<file path="src/fqs_pkg.sv">
// ----------------------------------------------------------------------------
// fqs_pkg
// Shared types and constants for the FIFO queue with search: operation and
// status codes, sequencer states and the fixed field widths.
// ----------------------------------------------------------------------------
package fqs_pkg;

	// fixed field widths
	localparam int DATA_W        = 32;
	localparam int OP_W          = 2;
	localparam int STATUS_W      = 2;
	localparam int OCC_W         = 5;
	localparam int DEPTH_DEFAULT = 16;

	// operation codes
	typedef enum logic [OP_W-1:0] {
		OP_ENQUEUE = 2'd0,
		OP_DEQUEUE = 2'd1,
		OP_CLEAR   = 2'd2,
		OP_FIND    = 2'd3
	} op_t;

	// result status codes
	typedef enum logic [STATUS_W-1:0] {
		ST_OK    = 2'd0,
		ST_EMPTY = 2'd1,
		ST_FULL  = 2'd2
	} status_t;

	// sequencer states
	typedef enum logic [2:0] {
		S_IDLE,
		S_EXEC,
		S_SCAN,
		S_FRONT,
		S_DONE
	} state_t;

endpackage

</file>
<file path="src/fqs_cmd_if.sv">
// ----------------------------------------------------------------------------
// fqs_cmd_if
// Command channel: one operation and its operand word per item.
// ----------------------------------------------------------------------------
interface fqs_cmd_if;

	logic        valid;
	logic        ready;
	logic [1:0]  op;
	logic [31:0] value;

	modport source (output valid, output op, output value, input ready);
	modport sink   (input valid, input op, input value, output ready);

endinterface

</file>
<file path="src/fqs_rsp_if.sv">
// ----------------------------------------------------------------------------
// fqs_rsp_if
// Response channel: status, front word, occupancy and search result per item.
// ----------------------------------------------------------------------------
interface fqs_rsp_if;

	logic        valid;
	logic        ready;
	logic [1:0]  status;
	logic        front_valid;
	logic [31:0] front_value;
	logic [4:0]  occupancy;
	logic        found;
	logic [4:0]  position;

	modport source (output valid, output status, output front_valid, output front_value,
		output occupancy, output found, output position, input ready);
	modport sink   (input valid, input status, input front_valid, input front_value,
		input occupancy, input found, input position, output ready);

endinterface

</file>
<file path="src/fifo_queue_with_search.sv">
// ----------------------------------------------------------------------------
// fifo_queue_with_search
// Bounded FIFO of 32-bit signed words held in a ring memory, with enqueue,
// dequeue, clear and a find that scans from the front.
// ----------------------------------------------------------------------------
// Usage
//   cmd carries one operation per item (op, value); rsp returns exactly one
//   item per command: status, front word with its valid flag, occupancy and,
//   for find, found and the 1-based position of the first match.
//   The ring is a synchronous memory with one write port and a registered
//   read port; head, tail and count live in registers.
// Sequence
//   enqueue, dequeue and clear: the item passes the execute, front-read and
//   done states, then its result is registered; cmd is accepted only in idle.
//   find: a scan after execute compares n entries (at most the
//   occupancy), one entry per cycle through the ring's read port.
// Reset
//   head, tail and count go to zero, the queue is empty; the ring contents are
//   not cleared and only entries written since are ever read.
// Stalls
//   a finished result waits in the output register; while it is held and a
//   further result is ready, the sequencer waits and cmd.ready stays low.
// ----------------------------------------------------------------------------
module fifo_queue_with_search import fqs_pkg::*; #(
	parameter int DEPTH = DEPTH_DEFAULT
) (
	input  logic        clk,
	input  logic        arst_n,
	fqs_cmd_if.sink     cmd,
	fqs_rsp_if.source   rsp
);

	localparam int AW = $clog2(DEPTH);
	localparam int CW = $clog2(DEPTH + 1);
	localparam logic [AW-1:0] LAST_SLOT = AW'(DEPTH - 1);
	localparam logic [CW-1:0] FULL_CNT  = CW'(DEPTH);

	// ring memory
	logic [DATA_W-1:0] ring_mem [DEPTH];
	logic [DATA_W-1:0] rd_data_q;
	logic [AW-1:0]     rd_addr;
	logic              wr_en;

	// queue pointers
	logic [AW-1:0] head_q, tail_q;
	logic [CW-1:0] count_q;

	// item being worked on
	op_t               op_q;
	logic [DATA_W-1:0] value_q;
	status_t           status_q;
	logic              found_q;
	logic [CW-1:0]     pos_q;

	// scan progress
	logic [AW-1:0] scan_slot_q;
	logic [CW-1:0] cmp_k_q;
	logic          scan_hit;
	logic          scan_last;

	// output register
	logic              out_valid_q;
	status_t           out_status_q;
	logic              out_front_valid_q;
	logic [DATA_W-1:0] out_front_value_q;
	logic [OCC_W-1:0]  out_occ_q;
	logic              out_found_q;
	logic [OCC_W-1:0]  out_pos_q;

	state_t state_q, state_d;
	logic   accept;
	logic   load_out;

	function automatic logic [AW-1:0] wrap_next(input logic [AW-1:0] slot);
		return (slot == LAST_SLOT) ? '0 : slot + AW'(1);
	endfunction

	assign accept    = cmd.valid && cmd.ready;
	assign scan_hit  = (rd_data_q == value_q);
	assign scan_last = ((cmp_k_q + CW'(1)) == count_q);
	assign load_out  = (state_q == S_DONE) && (!out_valid_q || rsp.ready);

	// state register
	always_ff @(posedge clk or negedge arst_n) begin
		if (!arst_n) begin
			state_q <= S_IDLE;
		end else begin
			state_q <= state_d;
		end
	end

	// next state and memory control
	always_comb begin
		state_d   = state_q;
		cmd.ready = 1'b0;
		rd_addr   = head_q;
		wr_en     = 1'b0;
		unique case (state_q)
			S_IDLE: begin
				cmd.ready = 1'b1;
				if (cmd.valid) begin
					state_d = S_EXEC;
				end
			end
			S_EXEC: begin
				// first scan read is the head slot
				wr_en   = (op_q == OP_ENQUEUE) && (count_q != FULL_CNT);
				rd_addr = head_q;
				if (op_q == OP_FIND && count_q != '0) begin
					state_d = S_SCAN;
				end else begin
					state_d = S_FRONT;
				end
			end
			S_SCAN: begin
				rd_addr = scan_slot_q;
				if (scan_hit || scan_last) begin
					state_d = S_FRONT;
				end
			end
			S_FRONT: begin
				rd_addr = head_q;
				state_d = S_DONE;
			end
			S_DONE: begin
				// keep reading the head so the front word stays put
				rd_addr = head_q;
				if (load_out) begin
					state_d = S_IDLE;
				end
			end
			default: begin
				state_d = S_IDLE;
			end
		endcase
	end

	// ring write and registered read
	always_ff @(posedge clk) begin
		if (wr_en) begin
			ring_mem[tail_q] <= value_q;
		end
		rd_data_q <= ring_mem[rd_addr];
	end

	// pointers and per-item state
	always_ff @(posedge clk or negedge arst_n) begin
		if (!arst_n) begin
			head_q   <= '0;
			tail_q   <= '0;
			count_q  <= '0;
			status_q <= ST_OK;
			found_q  <= 1'b0;
			pos_q    <= '0;
		end else begin
			unique case (state_q)
				S_EXEC: begin
					status_q <= ST_OK;
					found_q  <= 1'b0;
					pos_q    <= '0;
					unique case (op_q)
						OP_ENQUEUE: begin
							if (count_q == FULL_CNT) begin
								status_q <= ST_FULL;
							end else begin
								tail_q  <= wrap_next(tail_q);
								count_q <= count_q + CW'(1);
							end
						end
						OP_DEQUEUE: begin
							if (count_q == '0) begin
								status_q <= ST_EMPTY;
							end else begin
								head_q  <= wrap_next(head_q);
								count_q <= count_q - CW'(1);
							end
						end
						OP_CLEAR: begin
							head_q  <= '0;
							tail_q  <= '0;
							count_q <= '0;
						end
						OP_FIND: begin
						end
						default: begin
						end
					endcase
				end
				S_SCAN: begin
					if (scan_hit) begin
						found_q <= 1'b1;
						pos_q   <= cmp_k_q + CW'(1);
					end
				end
				default: begin
				end
			endcase
		end
	end

	// command capture and scan counters
	always_ff @(posedge clk) begin
		if (accept) begin
			op_q    <= op_t'(cmd.op);
			value_q <= cmd.value;
		end
		if (state_q == S_EXEC) begin
			scan_slot_q <= wrap_next(head_q);
			cmp_k_q     <= '0;
		end else if (state_q == S_SCAN) begin
			scan_slot_q <= wrap_next(scan_slot_q);
			cmp_k_q     <= cmp_k_q + CW'(1);
		end
	end

	// output register
	always_ff @(posedge clk or negedge arst_n) begin
		if (!arst_n) begin
			out_valid_q <= 1'b0;
		end else if (load_out) begin
			out_valid_q <= 1'b1;
		end else if (rsp.ready) begin
			out_valid_q <= 1'b0;
		end
	end

	always_ff @(posedge clk) begin
		if (load_out) begin
			out_status_q      <= status_q;
			out_front_valid_q <= (count_q != '0);
			out_front_value_q <= (count_q != '0) ? rd_data_q : '0;
			out_occ_q         <= OCC_W'(count_q);
			out_found_q       <= found_q;
			out_pos_q         <= OCC_W'(pos_q);
		end
	end

	assign rsp.valid       = out_valid_q;
	assign rsp.status      = out_status_q;
	assign rsp.front_valid = out_front_valid_q;
	assign rsp.front_value = out_front_value_q;
	assign rsp.occupancy   = out_occ_q;
	assign rsp.found       = out_found_q;
	assign rsp.position    = out_pos_q;

	// checks
	a_count_bound: assert property (@(posedge clk) disable iff (!arst_n)
		count_q <= FULL_CNT)
		else $error("entry count above depth");

	a_scan_in_range: assert property (@(posedge clk) disable iff (!arst_n)
		state_q == S_SCAN |-> cmp_k_q < count_q)
		else $error("scan past stored entries");

	a_clear_empties: assert property (@(posedge clk) disable iff (!arst_n)
		(state_q == S_EXEC && op_q == OP_CLEAR) |=> count_q == '0)
		else $error("clear left entries behind");

	a_load_shows: assert property (@(posedge clk) disable iff (!arst_n)
		load_out |=> out_valid_q && state_q == S_IDLE)
		else $error("loaded result not presented");

	// a match flag is only meaningful once the scan has finished
	a_found_ok: assert property (@(posedge clk) disable iff (!arst_n)
		(found_q && (state_q == S_FRONT || state_q == S_DONE))
		|-> (op_q == OP_FIND && status_q == ST_OK))
		else $error("match flagged outside a find");

endmodule
</file>
<file path="src/flat_wrapper.sv">
// flat-port wrapper written by rule: the top's interface ports become plain ports
module fifo_queue_with_search_flat import fqs_pkg::*;
#(
	parameter int DEPTH = DEPTH_DEFAULT
)
  (clk, arst_n, cmd_valid, cmd_op, cmd_value, cmd_ready, rsp_valid, rsp_status, rsp_front_valid, rsp_front_value, rsp_occupancy, rsp_found, rsp_position, rsp_ready);
  fqs_cmd_if cmd_i ();
  fqs_rsp_if rsp_i ();
  input  logic clk;
  input  logic arst_n;
  input wire logic [$bits(cmd_i.valid)-1:0] cmd_valid;
  input wire logic [$bits(cmd_i.op)-1:0] cmd_op;
  input wire logic [$bits(cmd_i.value)-1:0] cmd_value;
  output wire logic [$bits(cmd_i.ready)-1:0] cmd_ready;
  output wire logic [$bits(rsp_i.valid)-1:0] rsp_valid;
  output wire logic [$bits(rsp_i.status)-1:0] rsp_status;
  output wire logic [$bits(rsp_i.front_valid)-1:0] rsp_front_valid;
  output wire logic [$bits(rsp_i.front_value)-1:0] rsp_front_value;
  output wire logic [$bits(rsp_i.occupancy)-1:0] rsp_occupancy;
  output wire logic [$bits(rsp_i.found)-1:0] rsp_found;
  output wire logic [$bits(rsp_i.position)-1:0] rsp_position;
  input wire logic [$bits(rsp_i.ready)-1:0] rsp_ready;
  assign cmd_i.valid = cmd_valid;
  assign cmd_i.op = cmd_op;
  assign cmd_i.value = cmd_value;
  assign cmd_ready = cmd_i.ready;
  assign rsp_valid = rsp_i.valid;
  assign rsp_status = rsp_i.status;
  assign rsp_front_valid = rsp_i.front_valid;
  assign rsp_front_value = rsp_i.front_value;
  assign rsp_occupancy = rsp_i.occupancy;
  assign rsp_found = rsp_i.found;
  assign rsp_position = rsp_i.position;
  assign rsp_i.ready = rsp_ready;
  fifo_queue_with_search #(.DEPTH(DEPTH)) u_core (.clk(clk), .arst_n(arst_n), .cmd(cmd_i), .rsp(rsp_i));
endmodule
</file>
<file path="config.mk">
export PLATFORM = sky130hd
export DESIGN_NAME = fifo_queue_with_search_flat
export DESIGN_NICKNAME = d
export VERILOG_FILES = /design/src/fqs_pkg.sv /design/src/fqs_cmd_if.sv /design/src/fqs_rsp_if.sv /design/src/fifo_queue_with_search.sv /design/src/flat_wrapper.sv
export SDC_FILE = /design/constraint.sdc
export NUM_CORES = 1
export LEC_CHECK = 0
export BUFFER_PORTS_ARGS = -buffer_cell sky130_fd_sc_hd__clkbuf_2
export CELL_PAD_IN_SITES_DETAIL_PLACEMENT = 0
export CELL_PAD_IN_SITES_GLOBAL_PLACEMENT = 1
export CORE_AREA = 2 2 227 229
export CTS_CLUSTER_SIZE = 20
export DETAILED_ROUTE_END_ITERATION = 12
export DIE_AREA = 0 0 229 231
export GPL_TIMING_DRIVEN = 1
export PLACE_DENSITY_LB_ADDON = 0.3
export SYNTH_ARGS = -nofsm -noshare
export SYNTH_HDL_FRONTEND = slang
export SYNTH_SLANG_ARGS = --single-unit
</file>
<file path="constraint.sdc">
create_clock -name clk -period 4.39 [get_ports clk]
set_clock_uncertainty 0.1 [all_clocks]
set_input_delay 0.439 -clock clk [delete_from_list [all_inputs] [get_ports clk]]
set_output_delay 0.439 -clock clk [all_outputs]
set_load 0.02 [all_outputs]
</file>
==> metrics <==
outcome=finished clean; Core Footprint=~50000 um^2; library cells used by synthesis=47; mapped cell area=roughly 25000 um^2; CP startpoint kind=flip-flop; Synth top area share=0.7148; row count=83; Post-Route WL=roughly 58000 um; P_leak=approximately 10 nW; syn nets=1467; synthesized instance count=1418; CP peak stage delay=0.73 ns; max_cap viols=0; required time of the critical path=4.54 ns; Final Hold Viols=0; metal3 WL=~3100 um; number of global-route vias before repair=around 13000; count of final setup violators=0; Max Clk Rate=between 200 and 300 MHz; CTS clk-pin slew, worst paths=0.06 ns; ANT cells=0; initial core utilization=0.4940; final setup TNS=0 ns; RSZ-0062 raised after global routing=no; CP Max Fanout=19; multiplexer area fraction after synthesis=0.1076; Mean Syn Cell Area=approximately 18 um^2; # clock sinks=658; GRT Util Overall=0.2204; largest net degree at the start of global routing=56; XOR/XNOR share of the synthesized area=0.01609; fin crit period=3.630 ns; Setup crit end kind=flip-flop; Die Span Y=roughly 230 um; Arr. time, crit path=3.78 ns; largest family of logic cells by synthesized area=multiplexers; vias after detailed routing=13230; Worst-Skew Late Latency=0.60 ns; CP max stage cell=or3b_2; wire length on met2=27610 um; DR DRC count=0; initial antenna violation count=1; Root Driver=clkbuf_16; I/O Buffers=85; largest cells by area after synthesis=edfxtp_1, mux2i_1, o22ai_1, dfxtp_1, dfrtp_1; most common cell after layout, fill and taps aside=edfxtp_1; Post-synth ARST share=0.03799; fin crit share=0.8270; die area=52900 um^2; final max-slew violation count=0; most frequent cells in the layout=edfxtp_1, mux2i_1, o22ai_1, clkbuf_2, clkbuf_16; routed length per instance=25.08 um; Initial DRC Count=1250; H-Tree Depth=3; Worst-Margin Slew=1.227 ns; worst hold path class=primary input to flip-flop; max_slew headroom=0.1813; Overall Power=just under 0.02 W; adder-cell share of the synthesized area=0.005797; layout cells sized above 1=0.1515; pwr/cell area=680.6 nW/um^2; Routed Antenna Nets=0; total number of yosys warnings=0; total gr overflow=0; FF+latch count, synth=658; Die W=229 um; CTS buffer count=between 60 and 70; highest routing layer actually used=met4; cell taking the most area after synthesis=edfxtp_1; CTS tree=yes; type of the worst setup path=flip-flop to flip-flop; first-pass GRT wire length=85190 um; sequential share of the synthesized area=0.7694; main flop type after synthesis=edfxtp_1; Max VDD drop=402.5 uV; EDFF count, synth=between 500 and 600; Clock Tree Buf Depth=3; M1 WL=between 20000 and 25000 um; Nets=1620; First-pass DRT Iterations=5; area growth from synthesis to layout=16.06%; I/O pin count=86; simple-gate share of the synthesized area=0.04003; RD Place Congestion=0.7827; post-CTS setup buffers=0; DPL Wire Length=~32000 um; vias per std cell=5.740; Synth Area in Compound Gates=0.04632; Cell Chain, Critical Path=or3b_2, a2111oi_4, nand2_1, nor2_1, and2_2, buf_4
## synth_stat cells, types with 3 or more instances
master,count
inv_1,14
clkbuf_1,14
xnor2_1,39
o2bb2ai_1,3
a21oi_1,6
o21ai_0,23
xor2_1,7
a21o_1,3
o22ai_1,129
nor4_1,4
and2_1,50
nand2_1,31
nand4_1,8
mux2i_1,267
ha_1,10
dfrtp_1,25
dfxtp_1,37
buf_2,49
nor2_1,12
nand3_1,15
a31oi_1,7
nor3_1,5
edfxtp_1,596
or4_1,33
## cells by family (layout without fill, tap and decap cells)
group / after synthesis / after routing
AOI/OAI and AO/OA: 183 / 183
adders and majority gates: 11 / 11
DFF: 658 / 658
buffers and inverters: 79 / 285
xor gates and xnor gates: 46 / 46
and+or+nand+nor: 172 / 172
muxes: 269 / 269
## power breakdown
| group | total [W] | switching [W] | internal [W] |
|---|---|---|---|
| sequential | 0.00834 | 0.000665 | 0.00768 |
| combinational | 0.00569 | 0.00332 | 0.00237 |
| clock | 0.00575 | 0.00233 | 0.00341 |
| total | 0.0198 | 0.00632 | 0.0135 |
## repair_timing
action                    4_1_cts  5_1_grt
hold endpoints to repair       59        0
hold buffers                   35        0
gates resized for setup         0        0
## through the flow
stage	cell area, um^2	util	hold WS (ns)	setup slack, ns	std cells
5_1_grt	29060	0.5734	0.09739	0.6036	2304
6_report	29060	0.5734	0.09549	0.7596	2304
4_1_cts	29060	0.5734	0.06785	0.7609	2304
2_1_floorplan	25040	-	0.04341	1.152	1418
3_5_place_dp	26480	0.5224	0.3333	0.7735	2146
3_3_place_gp	26480	0.5224	0.3345	0.8647	2146
## layer usage
| metal | vias to the layer above | track usage |
|---|---|---|
| met5 | - | 0 |
| met4 | 0 | 0.09801 |
| met3 | 125 | 0.03545 |
| met2 | 419 | 0.3522 |
| met1 | 6754 | 0.3010 |
| li1 | 5928 | - |
## layout make-up
type,instances,area (um^2)
flip-flops and latches,658,19260
multi-input cells,681,5487
clock buffers,85,1849
well taps,680,850.8
clock inverters,38,382.9
inverters,14,52.55
fillers,3900,21620
repair buffers,148,1174
## final timing paths
| kind | startpoint | to | slack, ns | cells past startpoint |
|---|---|---|---|---|
| worst min register to register | u_core.pos_q[4] | u_core.rsp.position[4] | 0.35 | 0 |
| max in group asynchronous | arst_n | u_core.count_q[4] | 3.44 | 2 |
| min in group asynchronous | arst_n | u_core.rsp.valid | 0.32 | 2 |
| worst min-delay path | rsp_ready | u_core.rsp.valid | 0.1 | 3 |
| worst max-delay path | u_core.state_q[1] | u_core.ring_mem[7][13] | 0.76 | 6 |
| worst max register to register | u_core.state_q[1] | u_core.ring_mem[7][13] | 0.76 | 6 |
## registers in the layout, summed over array words and instances (netlist names)
name	cells
u_core.ring_mem	512
u_core.rd_data_q	32
u_core.rsp.front_value	32
u_core.value_q	32
u_core.cmp_k_q	5
u_core.count_q	5
u_core.pos_q	5
u_core.rsp.occupancy	5
u_core.rsp.position	5
u_core.head_q	4
u_core.scan_slot_q	4
u_core.tail_q	4
u_core.state_q	3
u_core.op_q	2
u_core.rsp.status	2
u_core.status_q	2
u_core.found_q	1
u_core.rsp.found	1
u_core.rsp.front_valid	1
u_core.rsp.valid	1
## worst max-delay path, delay by kind of cell, from the launching register on
family | cells | cell delay [ns]
and+or+nand+nor | 4 | 1.67
buffers and inverters | 1 | 0.45
AOI/OAI and AO/OA | 1 | 0.59
DFF | 1 | 0.46
No activity file was read; power rests on OpenSTA's default activity.
